===== src/hrt_pkg.sv =====
`timescale 1ns / 1ps
`default_nettype none

package hrt_pkg;

   localparam int unsigned RATIO_W = 32;
   localparam int unsigned SUM_W   = 2 * RATIO_W;
   localparam int unsigned CNT_W   = $clog2(RATIO_W);

   localparam logic [5:0]         MAX_ORDER       = 6'd50;
   localparam logic [5:0]         FIRST_HARMONIC  = 6'd2;
   localparam logic [RATIO_W-1:0] ZERO_FUND_SUBST = 32'd50000;
   localparam logic [6:0]         PERCENT_SCALE   = 7'd100;

   // status of one serial arithmetic unit
   typedef struct packed {
      logic busy;
      logic done;   // one-cycle pulse, result valid from this cycle on
   } unit_sts_type;

endpackage

`default_nettype wire


===== src/hrt_div.sv =====
`timescale 1ns / 1ps
`default_nettype none

// Bit-serial restoring divider: (amp * 100 << 16) / fund, saturated to 32 bits.
module hrt_div import hrt_pkg::*; (
   input  wire logic               clock,
   input  wire logic               reset,
   input  wire logic               start,
   input  wire logic [RATIO_W-1:0] amp,
   input  wire logic [RATIO_W-1:0] fund,
   output logic      [RATIO_W-1:0] quot,
   output unit_sts_type            sts
);

   logic               busy_ff, busy_in;
   logic               done_ff, done_in;
   logic [CNT_W-1:0]   cnt_ff, cnt_in;
   logic [RATIO_W-1:0] rem_ff, rem_in;
   logic [RATIO_W-1:0] sh_ff, sh_in;
   logic [RATIO_W-1:0] dvs_ff, dvs_in;

   logic [RATIO_W-1:0] fund_eff;
   logic [38:0]        scaled;
   logic               sat;
   logic [RATIO_W:0]   trial;
   logic [RATIO_W:0]   diff;
   logic               fits;

   always_comb begin
      fund_eff = (fund == '0) ? ZERO_FUND_SUBST : fund;
      scaled   = 39'(amp) * 39'(PERCENT_SCALE);
      // quotient >= 2^32 exactly when the top part alone reaches the divisor
      sat      = {9'b0, scaled[38:16]} >= fund_eff;
      trial    = {rem_ff, sh_ff[RATIO_W-1]};
      diff     = trial - {1'b0, dvs_ff};
      fits     = trial >= {1'b0, dvs_ff};

      busy_in = busy_ff;
      done_in = 1'b0;
      cnt_in  = cnt_ff;
      rem_in  = rem_ff;
      sh_in   = sh_ff;
      dvs_in  = dvs_ff;

      if (start) begin
         dvs_in = fund_eff;
         cnt_in = CNT_W'(RATIO_W - 1);
         if (sat) begin
            sh_in   = '1;
            done_in = 1'b1;
            busy_in = 1'b0;
         end else begin
            rem_in  = {9'b0, scaled[38:16]};
            sh_in   = {scaled[15:0], 16'b0};
            busy_in = 1'b1;
         end
      end else if (busy_ff) begin
         rem_in = fits ? diff[RATIO_W-1:0] : trial[RATIO_W-1:0];
         sh_in  = {sh_ff[RATIO_W-2:0], fits};   // quotient bits fill from the right
         cnt_in = cnt_ff - 1'b1;
         if (cnt_ff == '0) begin
            busy_in = 1'b0;
            done_in = 1'b1;
         end
      end
   end

   always_ff @(posedge clock) begin
      if (reset) begin
         busy_ff <= 1'b0;
         done_ff <= 1'b0;
      end else begin
         busy_ff <= busy_in;
         done_ff <= done_in;
      end
   end

   always_ff @(posedge clock) begin
      cnt_ff <= cnt_in;
      rem_ff <= rem_in;
      sh_ff  <= sh_in;
      dvs_ff <= dvs_in;
   end

   assign quot     = sh_ff;
   assign sts.busy = busy_ff;
   assign sts.done = done_ff;

endmodule

`default_nettype wire


===== src/hrt_mul.sv =====
`timescale 1ns / 1ps
`default_nettype none

// Shift-add squarer, one multiplier bit per cycle.
module hrt_mul import hrt_pkg::*; (
   input  wire logic               clock,
   input  wire logic               reset,
   input  wire logic               start,
   input  wire logic [RATIO_W-1:0] a,
   output logic      [SUM_W-1:0]   product,
   output unit_sts_type            sts
);

   logic               busy_ff, busy_in;
   logic               done_ff, done_in;
   logic [CNT_W-1:0]   cnt_ff, cnt_in;
   logic [RATIO_W-1:0] a_ff, a_in;
   logic [RATIO_W-1:0] hi_ff, hi_in;
   logic [RATIO_W-1:0] lo_ff, lo_in;
   logic [RATIO_W:0]   sum;

   always_comb begin
      sum = {1'b0, hi_ff} + (lo_ff[0] ? {1'b0, a_ff} : '0);

      busy_in = busy_ff;
      done_in = 1'b0;
      cnt_in  = cnt_ff;
      a_in    = a_ff;
      hi_in   = hi_ff;
      lo_in   = lo_ff;

      if (start) begin
         a_in    = a;
         hi_in   = '0;
         lo_in   = a;
         cnt_in  = CNT_W'(RATIO_W - 1);
         busy_in = 1'b1;
      end else if (busy_ff) begin
         hi_in  = sum[RATIO_W:1];
         lo_in  = {sum[0], lo_ff[RATIO_W-1:1]};
         cnt_in = cnt_ff - 1'b1;
         if (cnt_ff == '0) begin
            busy_in = 1'b0;
            done_in = 1'b1;
         end
      end
   end

   always_ff @(posedge clock) begin
      if (reset) begin
         busy_ff <= 1'b0;
         done_ff <= 1'b0;
      end else begin
         busy_ff <= busy_in;
         done_ff <= done_in;
      end
   end

   always_ff @(posedge clock) begin
      cnt_ff <= cnt_in;
      a_ff   <= a_in;
      hi_ff  <= hi_in;
      lo_ff  <= lo_in;
   end

   assign product  = {hi_ff, lo_ff};
   assign sts.busy = busy_ff;
   assign sts.done = done_ff;

endmodule

`default_nettype wire


===== src/hrt_sqrt.sv =====
`timescale 1ns / 1ps
`default_nettype none

// Digit-by-digit integer square root, two radicand bits per cycle.
module hrt_sqrt import hrt_pkg::*; (
   input  wire logic               clock,
   input  wire logic               reset,
   input  wire logic               start,
   input  wire logic [SUM_W-1:0]   v,
   output logic      [RATIO_W-1:0] root,
   output unit_sts_type            sts
);

   logic               busy_ff, busy_in;
   logic               done_ff, done_in;
   logic [CNT_W-1:0]   cnt_ff, cnt_in;
   logic [SUM_W-1:0]   val_ff, val_in;
   logic [RATIO_W:0]   rem_ff, rem_in;
   logic [RATIO_W-1:0] root_ff, root_in;

   logic [RATIO_W+2:0] r;
   logic [RATIO_W+2:0] trial;
   logic [RATIO_W+2:0] diff;
   logic               ge;

   always_comb begin
      r     = {rem_ff, val_ff[SUM_W-1:SUM_W-2]};
      trial = {1'b0, root_ff, 2'b01};
      diff  = r - trial;
      ge    = r >= trial;

      busy_in = busy_ff;
      done_in = 1'b0;
      cnt_in  = cnt_ff;
      val_in  = val_ff;
      rem_in  = rem_ff;
      root_in = root_ff;

      if (start) begin
         val_in  = v;
         rem_in  = '0;
         root_in = '0;
         cnt_in  = CNT_W'(RATIO_W - 1);
         busy_in = 1'b1;
      end else if (busy_ff) begin
         val_in  = {val_ff[SUM_W-3:0], 2'b00};
         // remainder stays at most twice the partial root
         rem_in  = ge ? diff[RATIO_W:0] : r[RATIO_W:0];
         root_in = {root_ff[RATIO_W-2:0], ge};
         cnt_in  = cnt_ff - 1'b1;
         if (cnt_ff == '0) begin
            busy_in = 1'b0;
            done_in = 1'b1;
         end
      end
   end

   always_ff @(posedge clock) begin
      if (reset) begin
         busy_ff <= 1'b0;
         done_ff <= 1'b0;
      end else begin
         busy_ff <= busy_in;
         done_ff <= done_in;
      end
   end

   always_ff @(posedge clock) begin
      cnt_ff  <= cnt_in;
      val_ff  <= val_in;
      rem_ff  <= rem_in;
      root_ff <= root_in;
   end

   assign root     = root_ff;
   assign sts.busy = busy_ff;
   assign sts.done = done_ff;

endmodule

`default_nettype wire


===== src/harmonic_ratio_thd_top.sv =====
// Harmonic ratio and THD for one channel.
// Input channel (req_*): one word per harmonic order, carrying the order, the
// channel's fundamental amplitude, this order's amplitude and channel_end.
// Result channel (rsp_*): exactly one word per input word, in order. It holds
// the ratio amp*100/fund in Q16.16 percent (zero fundamental read as 50000)
// and, on the channel_end word, total/odd/even THD with thd_valid set; the
// odd and even square sums are cleared after that word.
// One word is processed at a time; req_ready is high only while idle.
// The serial divider (cut short when the ratio saturates) and the serial
// squarer set the pace; a channel_end word also passes through the three
// parallel square-root units. Only then is the result written to the
// output register and the block returns to idle to take the next word.
// A finished word sits in the output register; a stalled receiver holds the
// block in its final state until rsp_ready, then it returns to idle and
// takes the next word. Reset (synchronous) clears the sums, drops rsp_valid
// and returns to idle; no clearing pass is needed.
`timescale 1ns / 1ps
`default_nettype none

module harmonic_ratio_thd_top import hrt_pkg::*; (
   input  wire logic               clock,
   input  wire logic               reset,
   input  wire logic               req_valid,
   output logic                    req_ready,
   input  wire logic [5:0]         req_harmonic_order,
   input  wire logic [RATIO_W-1:0] req_fundamental_amp,
   input  wire logic [RATIO_W-1:0] req_harmonic_amp,
   input  wire logic               req_channel_end,
   output logic                    rsp_valid,
   input  wire logic               rsp_ready,
   output logic      [RATIO_W-1:0] rsp_harmonic_ratio,
   output logic      [RATIO_W-1:0] rsp_total_thd,
   output logic      [RATIO_W-1:0] rsp_odd_thd,
   output logic      [RATIO_W-1:0] rsp_even_thd,
   output logic                    rsp_thd_valid
);

   typedef enum logic [5:0] {
      S_IDLE   = 6'b000001,
      S_DIV    = 6'b000010,
      S_MUL    = 6'b000100,
      S_ACC    = 6'b001000,
      S_ROOT   = 6'b010000,
      S_FIN    = 6'b100000
   } state_type;

   state_type          state_ff, state_in;

   // latched word fields
   logic [5:0]         order_ff, order_in;
   logic               last_ff, last_in;
   logic [RATIO_W-1:0] ratio_ff, ratio_in;

   // running sums
   logic [SUM_W-1:0]   odd_sum_ff, odd_sum_in;
   logic [SUM_W-1:0]   even_sum_ff, even_sum_in;

   // output register
   logic               rsp_valid_ff, rsp_valid_in;
   logic [RATIO_W-1:0] rsp_ratio_ff, rsp_ratio_in;
   logic [RATIO_W-1:0] rsp_total_ff, rsp_total_in;
   logic [RATIO_W-1:0] rsp_odd_ff, rsp_odd_in;
   logic [RATIO_W-1:0] rsp_even_ff, rsp_even_in;
   logic               rsp_thdv_ff, rsp_thdv_in;

   logic               req_fire;
   logic               div_start, mul_start, root_start;
   logic [RATIO_W-1:0] div_quot;
   logic [SUM_W-1:0]   square;
   unit_sts_type       div_sts, mul_sts;
   unit_sts_type       sq_sts [3];
   logic [RATIO_W-1:0] root_total, root_odd, root_even;

   logic               in_range;
   logic [SUM_W:0]     acc_sum;
   logic [SUM_W:0]     tot_sum;
   logic [SUM_W-1:0]   tot_sat;
   logic               out_free;

   hrt_div u_div (
      .clock (clock),
      .reset (reset),
      .start (div_start),
      .amp   (req_harmonic_amp),
      .fund  (req_fundamental_amp),
      .quot  (div_quot),
      .sts   (div_sts)
   );

   hrt_mul u_mul (
      .clock   (clock),
      .reset   (reset),
      .start   (mul_start),
      .a       (div_quot),
      .product (square),
      .sts     (mul_sts)
   );

   hrt_sqrt u_sqrt_total (
      .clock (clock),
      .reset (reset),
      .start (root_start),
      .v     (tot_sat),
      .root  (root_total),
      .sts   (sq_sts[0])
   );

   hrt_sqrt u_sqrt_odd (
      .clock (clock),
      .reset (reset),
      .start (root_start),
      .v     (odd_sum_ff),
      .root  (root_odd),
      .sts   (sq_sts[1])
   );

   hrt_sqrt u_sqrt_even (
      .clock (clock),
      .reset (reset),
      .start (root_start),
      .v     (even_sum_ff),
      .root  (root_even),
      .sts   (sq_sts[2])
   );

   always_comb begin
      req_ready = (state_ff == S_IDLE);
      req_fire  = req_valid && req_ready;
      out_free  = !rsp_valid_ff || rsp_ready;

      in_range = (order_ff >= FIRST_HARMONIC) && (order_ff <= MAX_ORDER);
      // odd orders go to the odd sum, even orders to the even sum
      acc_sum  = {1'b0, (order_ff[0] ? odd_sum_ff : even_sum_ff)} + {1'b0, square};
      tot_sum  = {1'b0, odd_sum_ff} + {1'b0, even_sum_ff};
      tot_sat  = tot_sum[SUM_W] ? '1 : tot_sum[SUM_W-1:0];

      div_start  = req_fire;
      mul_start  = (state_ff == S_DIV) && div_sts.done;
      root_start = 1'b0;

      state_in    = state_ff;
      order_in    = order_ff;
      last_in     = last_ff;
      ratio_in    = ratio_ff;
      odd_sum_in  = odd_sum_ff;
      even_sum_in = even_sum_ff;

      rsp_valid_in = rsp_valid_ff && !rsp_ready;
      rsp_ratio_in = rsp_ratio_ff;
      rsp_total_in = rsp_total_ff;
      rsp_odd_in   = rsp_odd_ff;
      rsp_even_in  = rsp_even_ff;
      rsp_thdv_in  = rsp_thdv_ff;

      case (state_ff)
         S_IDLE: begin
            if (req_fire) begin
               order_in = req_harmonic_order;
               last_in  = req_channel_end;
               state_in = S_DIV;
            end
         end
         S_DIV: begin
            if (div_sts.done) begin
               ratio_in = div_quot;
               state_in = S_MUL;
            end
         end
         S_MUL: begin
            if (mul_sts.done) begin
               state_in = S_ACC;
            end
         end
         S_ACC: begin
            if (in_range) begin
               if (order_ff[0]) begin
                  odd_sum_in = acc_sum[SUM_W] ? '1 : acc_sum[SUM_W-1:0];
               end else begin
                  even_sum_in = acc_sum[SUM_W] ? '1 : acc_sum[SUM_W-1:0];
               end
            end
            state_in = last_ff ? S_ROOT : S_FIN;
         end
         S_ROOT: begin
            // first cycle here: launch the roots on the updated sums, then clear
            if (!sq_sts[0].busy && !sq_sts[0].done) begin
               root_start  = 1'b1;
               odd_sum_in  = '0;
               even_sum_in = '0;
            end
            if (sq_sts[0].done) begin
               state_in = S_FIN;
            end
         end
         S_FIN: begin
            if (out_free) begin
               rsp_valid_in = 1'b1;
               rsp_ratio_in = ratio_ff;
               rsp_thdv_in  = last_ff;
               rsp_total_in = last_ff ? root_total : '0;
               rsp_odd_in   = last_ff ? root_odd : '0;
               rsp_even_in  = last_ff ? root_even : '0;
               state_in     = S_IDLE;
            end
         end
         default: begin
            state_in = S_IDLE;
         end
      endcase
   end

   always_ff @(posedge clock) begin
      if (reset) begin
         state_ff     <= S_IDLE;
         odd_sum_ff   <= '0;
         even_sum_ff  <= '0;
         rsp_valid_ff <= 1'b0;
      end else begin
         state_ff     <= state_in;
         odd_sum_ff   <= odd_sum_in;
         even_sum_ff  <= even_sum_in;
         rsp_valid_ff <= rsp_valid_in;
      end
   end

   always_ff @(posedge clock) begin
      order_ff     <= order_in;
      last_ff      <= last_in;
      ratio_ff     <= ratio_in;
      rsp_ratio_ff <= rsp_ratio_in;
      rsp_total_ff <= rsp_total_in;
      rsp_odd_ff   <= rsp_odd_in;
      rsp_even_ff  <= rsp_even_in;
      rsp_thdv_ff  <= rsp_thdv_in;
   end

   assign rsp_valid          = rsp_valid_ff;
   assign rsp_harmonic_ratio = rsp_ratio_ff;
   assign rsp_total_thd      = rsp_total_ff;
   assign rsp_odd_thd        = rsp_odd_ff;
   assign rsp_even_thd       = rsp_even_ff;
   assign rsp_thd_valid      = rsp_thdv_ff;

   // the three root units run in lockstep
   a_roots_lockstep: assert property (@(posedge clock) disable iff (reset)
      (sq_sts[0].done == sq_sts[1].done) && (sq_sts[0].done == sq_sts[2].done))
      else $error("square-root units out of step");

   // sums are cleared right after the roots are launched
   a_sums_cleared: assert property (@(posedge clock) disable iff (reset)
      root_start |=> (odd_sum_ff == '0) && (even_sum_ff == '0))
      else $error("sums not cleared after channel end");

   // divider finishes only while the sequencer waits for it
   a_div_done_state: assert property (@(posedge clock) disable iff (reset)
      div_sts.done |-> (state_ff == S_DIV))
      else $error("divider done outside its wait state");

   // a word without channel end carries zero THD fields
   a_thd_zero: assert property (@(posedge clock) disable iff (reset)
      (rsp_valid_ff && !rsp_thdv_ff) |->
         (rsp_total_ff == '0) && (rsp_odd_ff == '0) && (rsp_even_ff == '0))
      else $error("THD fields set without channel end");

endmodule

`default_nettype wire

===== config.mk =====
export PLATFORM = sky130hd
export DESIGN_NAME = harmonic_ratio_thd_top
export DESIGN_NICKNAME = d
export VERILOG_FILES = /design/src/hrt_pkg.sv /design/src/hrt_div.sv /design/src/hrt_mul.sv /design/src/hrt_sqrt.sv /design/src/harmonic_ratio_thd_top.sv
export SDC_FILE = /design/constraint.sdc
export NUM_CORES = 2
export LEC_CHECK = 0
export ABC_AREA = 0
export BUFFER_PORTS_ARGS = -buffer_cell sky130_fd_sc_hd__buf_2
export CAP_MARGIN = 30
export CORE_MARGIN = 5
export CORE_UTILIZATION = 66
export CTS_CLUSTER_DIAMETER = 60
export CTS_CLUSTER_SIZE = 24
export DETAILED_ROUTE_END_ITERATION = 12
export GPL_ROUTABILITY_DRIVEN = 1
export HOLD_SLACK_MARGIN = 0.08
export PLACE_DENSITY_LB_ADDON = 0.08
export SYNTH_ARGS = -nofsm -noshare
export SYNTH_HDL_FRONTEND = slang
export SYNTH_SLANG_ARGS = --single-unit

===== constraint.sdc =====
create_clock -name clock -period 17.4 [get_ports clock]
set_clock_uncertainty 0.15 [all_clocks]
set_input_delay 0.87 -clock clock [delete_from_list [all_inputs] [get_ports clock]]
set_output_delay 0.87 -clock clock [all_outputs]
set_load 0.02 [all_outputs]

==> results.md <==
- Share of the synthesized area in the top cell type: 0.267
- TritonCTS sink count: 883
- Post-synthesis sequential area ratio: 0.410
- Yosys warning total: 0
- Overflow after GRT: 0
- Placed insts: 7,126
- Cells after synthesis: around 6,000
- Row cnt: 105
- Share of cells above drive strength 1: 0.0844
- Antenna Nets Post-Route: 0
- Critical path depth in cells: 28
- Post-DP HPWL: 101,000 um
- Synth-to-Final Area Change: 7.42%
- Slew Limit Fails: 0
- Syn Std Cell Area: 0.0550 mm^2
- Die Area: just under 0.09 mm^2
- Startpoint Class: input port
- First-pass DRT Iterations: 6
- Initial DRC count: about 4,000
- Core area: roughly 0.082 mm^2
- CP Data Arrival Time: 7110 ps
- Die Ht: between 200 and 300 um
- Post-layout worst setup margin: around 10,000 ps
- CTS tree: built
- Max Root-Sink Buffers: 3
- Yosys reg bits: 883
- R2R Path End: even_sum_ff[56]
- Vias in the first global route: roughly 42,000
- Ys flop type: edfxtp_1
- P_leak: 25.1 nW
- CP startpoint: req_harmonic_amp[6]
- Synth Area per Inst: 8.98 um^2
- Crit path max fanout: 33
- Post-Syn Nets: 6,651
- VDD IR max: 102 uV
- RD Place Congestion: 0.926
- Die Wd: 299 um
- CP peak stage delay: 490 ps
- Fin util: 0.717
- CP max stage cell: fa_1
- Reg2Reg Setup Slack: around 12,000 ps
- Post-CTS Setup Bufs: 0
- Total track usage: 0.294
- Largest cells by area after synthesis: edfxtp_1 27%, dfxtp_1 14%, ha_1 9.6%, nand2_1 6.7%, a21oi_1 3.9%
- Post-synth EDFFs: 488
- WS Path Type: input port to register
- Initial Utilization: 0.667
- CP endpoint kind: register
- Routed len/inst: 18.7 um
- H-tree Lvls: 3
- Most used cell, CP: ha_1
- Async SR Flop Fraction: 0
- Clock slew at reported path FFs: 80 ps
- Clock Tree Root: clkbuf_16
- Initial antenna violation count: 2
- Final Non-Filler Cells: 7,259
- Minimum clock period: 7010 ps
- CTS buffer count: 70
- First-pass GRT wire length: 219,000 um
- Worst setup path end: u_div.rem_ff[24]
- RSZ-0062 raised after global routing: false
- Critical path data required time: between 15,000 and 20,000 ps
- Final setup violation count: 0
- Final WL: between 100,000 and 150,000 um
- DRC violations left: 0
- Vias/cell: 6.09
- Clk_lat worst skew: 670 ps
- Hold crit path type: input port to register
- Max transition margin: 0.319
- Max Freq: 0.143 GHz
- Fin crit share: 0.403
- Power density over cell area: roughly 96 mW/mm^2
- IO Port Bufs: 205
- I/O pins: about 210
- Total negative slack: 0 ps
- Yosys top cell by area: edfxtp_1
- Max cap viols: 0
- Distinct cells, synth: 92
- Worst path top cell family by delay: compound AO/OA/AOI/OAI gates
- Worst-Margin Slew: about 1000 ps
- Routed vias: ~44,000
- Bufs and invs on worst path: 5
- Largest net degree at the start of global routing: 143
- Setup WS pre-CTS: 9840 ps
- CTS Hold Buffers Added: 0
- Nets@finish: 6,658
- Status: finished, final reports clean
- Final Hold Vio Count: 0
- Worst r2r src: u_mul.lo_ff[0]
- CTS resizes: 0
- Number of fill cells in the layout: 6,479
- Worst reg2reg path depth: 13
cell usage after synthesis (all sizes together), types with 76 or more instances:
cell      n
nand2   978
edfxtp  488
nor2    440
a21oi   434
ha      422
dfxtp   395
inv     377
o21ai   323
clkbuf  265
a21o    193
xnor2   184
and2    156
mux2i   144
xor2    103
nand3   101
a31oi    88
nor3     85
a211oi   76
report_power, final:
part,internal [mW],switching [mW],leakage (nW)
clock network,0.849,0.864,1.19
logic,0.642,0.878,16.3
registers,2.34,0.0874,7.60
total,3.83,1.83,25.1
sequential cells by signal (all words and copies together), names as in the netlist, 33 cells and up:
| register | count |
|---|---|
| u_sqrt_odd.rem_ff | 33 |
| u_sqrt_total.rem_ff | 33 |
| odd_sum_ff | 64 |
| u_sqrt_even.rem_ff | 33 |
| u_sqrt_total.val_ff | 64 |
| u_sqrt_even.val_ff | 64 |
| u_sqrt_odd.val_ff | 64 |
| even_sum_ff | 64 |
cell families (layout without fill, tap and decap cells):
| logic type | count (synthesis) | after routing | synth area share |
|---|---|---|---|
| multiplexers | 214 | 214 | 0.0406 |
| AO/OA/AOI/OAI | 1530 | 1530 | 0.180 |
| adder cells (fa/ha/maj) | 453 | 453 | 0.107 |
| buffers and inverters | 688 | 753 | 0.0479 |
| other | 0 | 1 | 0 |
| flip-flops | 883 | 883 | 0.410 |
| AND/OR/NAND/NOR | 2068 | 2068 | 0.169 |
| XOR/XNOR | 287 | 287 | 0.0457 |
through the flow:
step	hold WS, ps	power (mW)	area (um^2)
after floorplan	267	3.63	55000
after global placement	275	3.92	56500
after detailed placement	282	3.96	56500
after CTS	212	5.67	59000
after global routing	223	5.97	59100
final	248	5.66	59100
how the worst min path moves through the flow:
stage                           from                endpoint  slack, ps  cells after the start
6_report       req_harmonic_order[5]             order_ff[5]        250                      1
5_1_grt        req_harmonic_order[4]             order_ff[4]        220                      1
4_1_cts        req_harmonic_order[5]             order_ff[5]        210                      1
3_5_place_dp            ratio_ff[29]  rsp_harmonic_ratio[29]        280                      0
3_3_place_gp            ratio_ff[30]  rsp_harmonic_ratio[30]        280                      0
2_1_floorplan           ratio_ff[31]  rsp_harmonic_ratio[31]        270                      0
metal layers:
metal / global-route usage / wire length (um)
met5: 0 / 13
met4: 0.0866 / 4010
met3: 0.0378 / 8820
met2: 0.461 / 60000
met1: 0.430 / 62700
area by class of cell:
type | instances | area (um^2) | area share
multi-input combinational | 4552 | 29900 | 0.506
antenna | 1 | 2.50 | 0.0000424
clock inverter | 46 | 578 | 0.00979
timing repair buffer | 246 | 1410 | 0.0238
tap | 1070 | 1340 | 0.0227
sequential | 883 | 22600 | 0.382
clock buffer | 84 | 1890 | 0.0320
inverter | 377 | 1420 | 0.0240
placed cells by master, fill, tap and decap left out, types with 31 or more instances in the layout:
master / instances
nand4_1: 75
nor2_1: 436
and3_1: 39
dfxtp_1: 392
nor2b_1: 37
ha_1: 422
o31ai_1: 45
a21o_1: 193
fa_1: 31
o211ai_1: 51
o21a_1: 61
nand3_1: 101
a31oi_1: 86
nor3_1: 85
o21bai_1: 66
nand2_1: 974
nand2b_1: 36
a211oi_1: 72
xor2_1: 103
xnor2_1: 184
buf_2: 205
clkbuf_16: 73
buf_4: 36
a21oi_1: 429
mux2_2: 70
inv_1: 372
and2_1: 155
mux2i_1: 144
o21ai_0: 311
edfxtp_1: 488
worst register-to-register path: stages (launching register included):
cell and delay (ps):
edfxtp_1 1000, ha_1 400, inv_1 80, fa_1 380, nand2b_1 210, a21oi_2 180, o2111a_1 290, o21ai_2 160
a2111oi_0 840, nor2_1 240, o41ai_1 590, a21boi_0 310, mux2i_1 230, nand3_1 90
No activity file was read; power rests on OpenSTA's default activity.
